==> config.mk <==
export PLATFORM = sky130hd
export DESIGN_NAME = indexed_deque_engine
export DESIGN_NICKNAME = d
export VERILOG_FILES = /design/src/hdl/ide_pkg.sv /design/src/hdl/ide_store.sv /design/src/hdl/indexed_deque_engine.sv
export SDC_FILE = /design/constraint.sdc
export NUM_CORES = 2
export LEC_CHECK = 0
export ABC_AREA = 1
export BUFFER_PORTS_ARGS = -buffer_cell sky130_fd_sc_hd__buf_2
export CORE_MARGIN = 4
export CORE_UTILIZATION = 40
export CTS_CLUSTER_SIZE = 14
export DETAILED_ROUTE_END_ITERATION = 6
export HOLD_SLACK_MARGIN = 0.05
export PLACE_DENSITY = 0.65
export SYNTH_ARGS = -nofsm -noshare
export SYNTH_HDL_FRONTEND = slang
export SYNTH_SLANG_ARGS = --single-unit
==> constraint.sdc <==
create_clock -name aclk -period 4.9 [get_ports aclk]
set_input_delay 0.49 -clock aclk [delete_from_list [all_inputs] [get_ports aclk]]
set_output_delay 0.49 -clock aclk [all_outputs]
set_load 0.005 [all_outputs]
==> src/hdl/ide_pkg.sv <==
// shared constants, types and slot arithmetic for the indexed deque engine
package ide_pkg;

    // store geometry
    localparam int DEPTH     = 64;
    localparam int WORD_BITS = 32;
    localparam int ADDR_W    = (DEPTH > 1) ? $clog2(DEPTH) : 1;
    localparam int CNT_W     = $clog2(DEPTH + 1);

    // fixed field widths of the streams
    localparam int REQ_W    = 3;
    localparam int POS_W    = 7;
    localparam int STATUS_W = 2;
    localparam int CMP_W    = ((CNT_W > POS_W) ? CNT_W : POS_W) + 2;

    // packed stream widths, rounded up to whole bytes
    localparam int S_DATA_BITS = WORD_BITS + POS_W;
    localparam int S_DATA_W    = ((S_DATA_BITS + 7) / 8) * 8;
    localparam int M_DATA_BITS = STATUS_W + CNT_W + 2 * WORD_BITS;
    localparam int M_DATA_W    = ((M_DATA_BITS + 7) / 8) * 8;

    // request codes
    typedef enum logic [REQ_W-1:0] {
        REQ_PUSH_FRONT = 3'd0,
        REQ_PUSH_BACK  = 3'd1,
        REQ_POP_FRONT  = 3'd2,
        REQ_POP_BACK   = 3'd3,
        REQ_INSERT     = 3'd4,
        REQ_ERASE      = 3'd5
    } req_t;

    // status codes
    typedef enum logic [STATUS_W-1:0] {
        ST_DONE      = 2'd0,
        ST_FULL      = 2'd1,
        ST_BAD_POS   = 2'd2,
        ST_EMPTY     = 2'd3
    } status_t;

    typedef logic [ADDR_W-1:0]    slot_t;
    typedef logic [WORD_BITS-1:0] word_t;

    // access to the word store from the sequencer
    typedef struct packed {
        logic  wr_en;
        slot_t wr_addr;
        word_t wr_data;
        logic  rd_en;
        slot_t rd_addr;
    } store_req_t;

    // circular slot addition, both operands below DEPTH
    function automatic slot_t slot_add(input slot_t a, input slot_t b);
        logic [ADDR_W:0] s;
        s = {1'b0, a} + {1'b0, b};
        if (s >= (ADDR_W+1)'(DEPTH)) begin
            s = s - (ADDR_W+1)'(DEPTH);
        end
        return s[ADDR_W-1:0];
    endfunction

    function automatic slot_t slot_inc(input slot_t a);
        return (a == ADDR_W'(DEPTH - 1)) ? '0 : a + ADDR_W'(1);
    endfunction

    function automatic slot_t slot_dec(input slot_t a);
        return (a == '0) ? ADDR_W'(DEPTH - 1) : a - ADDR_W'(1);
    endfunction

endpackage

==> src/hdl/ide_store.sv <==
// word store of the deque: one write port, one registered read port
module ide_store (
    input  logic               aclk,
    input  ide_pkg::store_req_t req,
    output ide_pkg::word_t     rd_data
);
    import ide_pkg::*;

    word_t mem [DEPTH];
    word_t rd_data_reg;

    // write port
    always_ff @(posedge aclk) begin
        if (req.wr_en) begin
            mem[req.wr_addr] <= req.wr_data;
        end
    end

    // read port, data held until the next read
    always_ff @(posedge aclk) begin
        if (req.rd_en) begin
            rd_data_reg <= mem[req.rd_addr];
        end
    end

    assign rd_data = rd_data_reg;

endmodule

==> src/hdl/indexed_deque_engine.sv <==
// top level of the indexed deque engine: request sequencer and result register
//
// Bounded deque of signed words held in a circular store with indexed insert
// and erase. Each request on the s_ channel (s_tuser: request code, s_tdata:
// word and position) gives exactly one result on the m_ channel: status,
// word count, front word and back word (zero when empty).
// Insert and erase move the words on the side nearer an end by one slot,
// one word at a time through the single store port: a read then a write
// per word. From acceptance a request steps through decide, the moves, the
// write of the new word (insert or push only), the front and back reads and
// the wait for the result register. At most DEPTH/2 - 1 words are moved;
// pushes and pops move no word, nor does a rejected or ignored request.
// s_tready is high only while the sequencer waits for a request, so a new
// request can be accepted in the cycle after the previous result is loaded.
// The result register lets the next request start while a result still waits;
// a finished request holds in its last step while the receiver stalls.
// Reset (aresetn low, synchronous) empties the deque and drops any result;
// store contents are not cleared.
module indexed_deque_engine (
    input  logic                          aclk,
    input  logic                          aresetn,
    input  logic                          s_tvalid,
    output logic                          s_tready,
    input  logic [ide_pkg::REQ_W-1:0]     s_tuser,  // req_type
    input  logic [ide_pkg::S_DATA_W-1:0]  s_tdata,  // data, position, zero pad
    output logic                          m_tvalid,
    input  logic                          m_tready,
    output logic [ide_pkg::M_DATA_W-1:0]  m_tdata   // status, count, front_word,
                                                    // back_word, zero pad
);
    import ide_pkg::*;

    typedef enum logic [7:0] {
        S_IDLE     = 8'b0000_0001,
        S_DECIDE   = 8'b0000_0010,
        S_SHIFT_RD = 8'b0000_0100,
        S_SHIFT_WR = 8'b0000_1000,
        S_PUT      = 8'b0001_0000,
        S_FETCH_F  = 8'b0010_0000,
        S_FETCH_B  = 8'b0100_0000,
        S_CAP_B    = 8'b1000_0000
    } state_t;

    state_t                 state_reg, state_next;
    req_t                   req_reg;
    word_t                  data_reg;
    logic [POS_W-1:0]       pos_reg;
    slot_t                  head_reg, head_next;
    logic [CNT_W-1:0]       count_reg, count_next;
    status_t                status_reg, status_next;
    slot_t                  dst_reg, dst_next;
    logic                   up_reg, up_next;
    logic [CNT_W-1:0]       steps_reg, steps_next;
    slot_t                  put_reg, put_next;
    logic                   ins_reg, ins_next;
    word_t                  front_reg;
    logic                   m_tvalid_reg;
    logic [M_DATA_W-1:0]    m_tdata_reg, m_tdata_next;

    store_req_t             store_req;
    word_t                  rd_data;
    slot_t                  src_slot;
    logic                   out_load;

    // decision signals
    logic [CMP_W-1:0]       n_ext, pos_ext, p_sel;
    logic                   is_ins, is_era, go_front;
    slot_t                  p_slot, h_dec;

    ide_store u_store (
        .aclk    (aclk),
        .req     (store_req),
        .rd_data (rd_data)
    );

    assign s_tready = (state_reg == S_IDLE);
    assign out_load = (state_reg == S_CAP_B) && (!m_tvalid_reg || m_tready);

    // source slot of the current move, one step from the destination
    assign src_slot = up_reg ? slot_inc(dst_reg) : slot_dec(dst_reg);

    // request classification, status and shift plan
    always_comb begin
        n_ext   = CMP_W'(count_reg);
        pos_ext = CMP_W'(pos_reg);
        is_ins  = 1'b0;
        is_era  = 1'b0;
        p_sel   = '0;
        status_next = ST_DONE;
        case (req_reg)
            REQ_PUSH_FRONT: begin
                is_ins = 1'b1;
                p_sel  = '0;
                if (count_reg >= CNT_W'(DEPTH)) status_next = ST_FULL;
            end
            REQ_PUSH_BACK: begin
                is_ins = 1'b1;
                p_sel  = n_ext;
                if (count_reg >= CNT_W'(DEPTH)) status_next = ST_FULL;
            end
            REQ_POP_FRONT: begin
                is_era = 1'b1;
                p_sel  = '0;
                if (count_reg == '0) status_next = ST_EMPTY;
            end
            REQ_POP_BACK: begin
                is_era = 1'b1;
                p_sel  = n_ext - CMP_W'(1);
                if (count_reg == '0) status_next = ST_EMPTY;
            end
            REQ_INSERT: begin
                is_ins = 1'b1;
                p_sel  = pos_ext;
                if (pos_ext > n_ext) status_next = ST_BAD_POS;
                else if (count_reg >= CNT_W'(DEPTH)) status_next = ST_FULL;
            end
            REQ_ERASE: begin
                is_era = 1'b1;
                p_sel  = pos_ext;
                if (pos_ext >= n_ext) status_next = ST_BAD_POS;
            end
            default: begin
                status_next = ST_DONE;
            end
        endcase
        p_slot   = p_sel[ADDR_W-1:0];
        h_dec    = slot_dec(head_reg);
        go_front = is_ins ? ((p_sel << 1) < n_ext)
                          : (((p_sel << 1) + CMP_W'(1)) < n_ext);
    end

    // sequencer
    always_comb begin
        state_next = state_reg;
        head_next  = head_reg;
        count_next = count_reg;
        dst_next   = dst_reg;
        up_next    = up_reg;
        steps_next = steps_reg;
        put_next   = put_reg;
        ins_next   = ins_reg;
        store_req  = '0;
        case (state_reg)
            S_IDLE: begin
                if (s_tvalid) state_next = S_DECIDE;
            end
            S_DECIDE: begin
                ins_next   = 1'b0;
                steps_next = '0;
                if (status_next == ST_DONE && is_ins) begin
                    ins_next   = 1'b1;
                    count_next = count_reg + CNT_W'(1);
                    if (go_front) begin
                        head_next  = h_dec;
                        dst_next   = h_dec;
                        up_next    = 1'b1;
                        steps_next = p_sel[CNT_W-1:0];
                        put_next   = slot_add(h_dec, p_slot);
                    end else begin
                        dst_next   = slot_add(head_reg, count_reg[ADDR_W-1:0]);
                        up_next    = 1'b0;
                        steps_next = count_reg - p_sel[CNT_W-1:0];
                        put_next   = slot_add(head_reg, p_slot);
                    end
                end else if (status_next == ST_DONE && is_era) begin
                    count_next = count_reg - CNT_W'(1);
                    dst_next   = slot_add(head_reg, p_slot);
                    if (go_front) begin
                        head_next  = slot_inc(head_reg);
                        up_next    = 1'b0;
                        steps_next = p_sel[CNT_W-1:0];
                    end else begin
                        up_next    = 1'b1;
                        steps_next = count_reg - CNT_W'(1) - p_sel[CNT_W-1:0];
                    end
                end
                if (status_next == ST_DONE && (is_ins || is_era)
                    && steps_next != '0) begin
                    state_next = S_SHIFT_RD;
                end else if (status_next == ST_DONE && is_ins) begin
                    state_next = S_PUT;
                end else begin
                    state_next = S_FETCH_F;
                end
            end
            S_SHIFT_RD: begin
                store_req.rd_en   = 1'b1;
                store_req.rd_addr = src_slot;
                state_next        = S_SHIFT_WR;
            end
            S_SHIFT_WR: begin
                store_req.wr_en   = 1'b1;
                store_req.wr_addr = dst_reg;
                store_req.wr_data = rd_data;
                dst_next          = src_slot;
                steps_next        = steps_reg - CNT_W'(1);
                if (steps_reg != CNT_W'(1)) state_next = S_SHIFT_RD;
                else if (ins_reg)           state_next = S_PUT;
                else                        state_next = S_FETCH_F;
            end
            S_PUT: begin
                store_req.wr_en   = 1'b1;
                store_req.wr_addr = put_reg;
                store_req.wr_data = data_reg;
                state_next        = S_FETCH_F;
            end
            S_FETCH_F: begin
                store_req.rd_en   = 1'b1;
                store_req.rd_addr = head_reg;
                state_next        = S_FETCH_B;
            end
            S_FETCH_B: begin
                store_req.rd_en   = 1'b1;
                store_req.rd_addr = slot_add(head_reg,
                                             count_reg[ADDR_W-1:0] - ADDR_W'(1));
                state_next        = S_CAP_B;
            end
            S_CAP_B: begin
                if (out_load) state_next = S_IDLE;
            end
            default: begin
                state_next = S_IDLE;
            end
        endcase
    end

    // control state
    always_ff @(posedge aclk) begin
        if (!aresetn) begin
            state_reg    <= S_IDLE;
            head_reg     <= '0;
            count_reg    <= '0;
            m_tvalid_reg <= 1'b0;
        end else begin
            state_reg <= state_next;
            head_reg  <= head_next;
            count_reg <= count_next;
            if (out_load)      m_tvalid_reg <= 1'b1;
            else if (m_tready) m_tvalid_reg <= 1'b0;
        end
    end

    // request capture and working registers
    always_ff @(posedge aclk) begin
        if (s_tvalid && s_tready) begin
            req_reg  <= req_t'(s_tuser);
            data_reg <= s_tdata[WORD_BITS-1:0];
            pos_reg  <= s_tdata[WORD_BITS +: POS_W];
        end
        if (state_reg == S_DECIDE) status_reg <= status_next;
        if (state_reg == S_FETCH_B) front_reg <= rd_data;
        dst_reg   <= dst_next;
        up_reg    <= up_next;
        steps_reg <= steps_next;
        put_reg   <= put_next;
        ins_reg   <= ins_next;
    end

    // result packing, words left at zero when the deque is empty
    always_comb begin
        m_tdata_next = '0;
        m_tdata_next[STATUS_W-1:0]      = status_reg;
        m_tdata_next[STATUS_W +: CNT_W] = count_reg;
        if (count_reg != '0) begin
            m_tdata_next[STATUS_W + CNT_W +: WORD_BITS]             = front_reg;
            m_tdata_next[STATUS_W + CNT_W + WORD_BITS +: WORD_BITS] = rd_data;
        end
    end

    // result register
    always_ff @(posedge aclk) begin
        if (out_load) begin
            m_tdata_reg <= m_tdata_next;
        end
    end

    assign m_tvalid = m_tvalid_reg;
    assign m_tdata  = m_tdata_reg;

endmodule
==> flow_summary.toml <==
[run_status]
outcome = "complete, but fails checks"
violations = "DRC"

[place]
place_ws_ns = 0.651
dp_hpwl_um = 162000
place_area_sq_mm = 0.104
dp.cells = 11900
gp_congestion = 0.893
io_buffers = 120

[clock_tree]
post_cts_buffers = 0
cts_buffers = 220
cts.repair.resized = 0
h-tree-depth = 4
clockBufferDepth = 3
cts_tree = "done"
clk-insertion-delay-late_ns = 0.87
cts_root_buffer = "clkbuf_16"
clock_sinks = 2272
clk_pin_slew_ns = 0.06

[die]
die_area_sq_mm = 0.253
core_region_area_sq_mm = 0.244
die_x_um = 503
rows = 181
pin_count = 129
die_y_um = 503
start_util_pct = 40.3

[cells_and_area]
fillers = 21500
fin_area_sq_mm = 0.112
syn_to_final_growth_pct = 14.1
fin_cells = 12400
nets = 9078
drive_above_1_share_pct = 10.4
largest_register_ffs = 2048
utilization_pct = 45.9

[global_route]
overflow = 0
grt_pass1_wl_um = 408000
grt_max_degree = 169
grt_use_total_pct = 21.6
antenna_found_initial = 12
grt_pass1_vias = 62400

[worst_hold_path]
hp-class = "primary input to register"
min_to = "data_reg[14]$_DFFE_PP_"
hold_path_depth = 2
hp-start = "s_tdata[14]"

[power]
clockPowerShare_pct = 42.8
power.switching_mw = 7.99
leakage_nw = 43.7
peakVddDrop_mv = 0.350
total_power_mw = 38.6
switching_share_pct = 20.7
intPower_mw = 30.6
cellPowerDensity_mw_per_mm2 = 345
power_frac_seq_pct = 54.8
p_comb_share_pct = 2.4

[critical_path]
rr_worst_depth = 14
rrSetupSlack_ns = 0.56
rr_startpoint = "count_reg[0]$_SDFFE_PN0P_"
start_kind = "register"
cp_max_fo = 67
cp-end-kind = "register"
timing_worst_setup_path_type = "register to register"
crit_required_ns = 5.60
arrival_ns = 5.03
r2r_end = "u_store.rd_data[14]$_DFFE_PN_"

[timing]
clock_skew_ns = 0.0348
fin_setup_tns_ns = 0
hold_viol_final = 0
slew_viol_final = 0
tightestPinTransition_ns = 1.30
post-route-min-period_ns = 4.34
final-setup-viol-count = 0
rsz0062_at_grt = "no"
holdWs_ns = 0.348
post-route-period-util_pct = 88.5
timing.fmax_ghz = 0.231
max_slew_margin_pct = 13.5
worst_slack_ns = 0.562

[logic_synthesis]
syn_inst = 8759
synth_top_area_share_pct = 68.9
ys_seq_area_share_pct = 69.3
synth_top_area_cell = "edfxtp_1"
synthTopCellsByArea = "edfxtp_1, nand2_1, nand3_1"
yosysUniqueCellTypes = 45
ys_seq_elements = 2272
syn_area_per_cell_sq_um = 11.2
synth_flop_cell = "edfxtp_1"
async_flop_share_pct = 0
synthTopCellsByCount = "edfxtp_1, nand2_1, nand3_1"
synth_area_sq_mm = 0.0981
ys_warn_count = 0
synth_most_common_cell = "edfxtp_1"
synth_edf_count = 2250

[drt]
vias = 66400
ant_nets = 0
wl_per_cell_um = 22.7
drt_iter0_drc = 8555
drc = 1
drt-vias-per-instance = 5.38
first_pass_iters = 7
routed_wl_um = 280000

[run]
drv_cap = 0
[final cells by class]
type / instances / area (sq um) / area share, %
tap: 3202 / 4010 / 3.58
multi-input combinational: 4737 / 23900 / 21.4
timing repair buffer: 482 / 4290 / 3.84
clock inverter: 126 / 1180 / 1.05
clock buffer: 278 / 5810 / 5.19
inverter: 1255 / 4740 / 4.24
antenna: 3 / 7.51 / 0.00671
sequential: 2272 / 68000 / 60.7
[layer usage]
layer / share of wire [%] / global-route usage [%] / wire, um / up-vias
met5: 0 / 0 / 0 / -
met4: 3.8 / 8.23 / 10700 / 0
met3: 11 / 4.78 / 31700 / 547
met2: 45 / 33.5 / 125000 / 3451
met1: 40 / 29.8 / 113000 / 32100
li1: - / - / - / 30300
[repair_timing]
item,4_1_cts,5_1_grt
endpoints found under the setup margin,0,0
endpoints found under the hold margin,58,0
hold buffers,46,0
[layout by cell type, fill, tap and decap left out, drive strengths merged]
cell	netlist	routed
a21o	2	2
o22ai	41	41
a21oi	291	291
fa	6	6
or2	96	96
o211ai	161	161
conb	1	7
clkinvlp	0	4
diode	0	3
xnor2	15	15
nand2	1930	1930
nor4	5	5
nor2	193	193
nand4	10	10
a31oi	7	7
clkbuf	191	278
nor3	11	11
dlygate4sd3	0	46
dfxtp	22	22
xor2	30	30
nand3b	194	194
clkinv	3	102
and3	2	2
a211oi	2	2
o21ai	240	240
a22o	1	1
a22oi	5	5
o31ai	2	2
edfxtp	2250	2250
buf	310	436
o21bai	1	1
inv	1252	1260
a21boi	1	1
nand3	1427	1427
bufinv	0	15
ha	57	57
[worst max path at each step]
stage                                    from                             to  slack (ns)  cells after the start
floorplan           state_reg[2]$_SDFFE_PN0P_           m_tdata[0]$_DFFE_PP_        0.30                      7
global placement    count_reg[0]$_SDFFE_PN0P_  u_store.rd_data[14]$_DFFE_PN_        0.67                     14
detailed placement  count_reg[0]$_SDFFE_PN0P_  u_store.rd_data[14]$_DFFE_PN_        0.65                     15
CTS                 count_reg[0]$_SDFFE_PN0P_  u_store.rd_data[10]$_DFFE_PN_        0.67                     14
finish              count_reg[0]$_SDFFE_PN0P_  u_store.rd_data[14]$_DFFE_PN_        0.56                     14
global route        count_reg[0]$_SDFFE_PN0P_  u_store.rd_data[14]$_DFFE_PN_        0.40                     15
[critical path, cell delays in order, from the launching register on]
cell	delay [ns]
dfxtp_1	0.31
inv_1	0.25
ha_1	0.32
fa_1	0.43
or2_2	0.31
nand2_1	0.10
nor2_4	0.12
inv_8	0.46
buf_4	0.53
o211ai_1	0.16
nand3_1	0.11
nand3_1	0.11
nand3_1	0.21
nand3_1	0.42
nand2_1	0.25
[cells by family (layout without fill, tap and decap cells)]
| kind of cell | Yosys count | in the layout | synth area share, % |
|---|---|---|---|
| buf+inv | 1756 | 2141 | 7.36 |
| xor+xnor | 45 | 45 | 0.402 |
| compound gates | 754 | 754 | 4.36 |
| simple gates | 3868 | 3868 | 17.7 |
| other cells | 1 | 10 | 0.00382 |
| flops | 2272 | 2272 | 69.3 |
| fa+ha+maj | 63 | 63 | 0.849 |
[power by group through the flow]
| stage | combinational, mW | sequential, mW | clock [mW] |
|---|---|---|---|
| after floorplan | 0.607 | 21.6 | 0 |
| after global placement | 0.904 | 21.6 | 0 |
| after detailed placement | 0.913 | 21.6 | 0 |
| after CTS | 0.947 | 21.2 | 16.7 |
| after global routing | 1.07 | 21.1 | 17.5 |
| final | 0.945 | 21.2 | 16.5 |
Note: power is estimated with default switching activity, not from simulation.
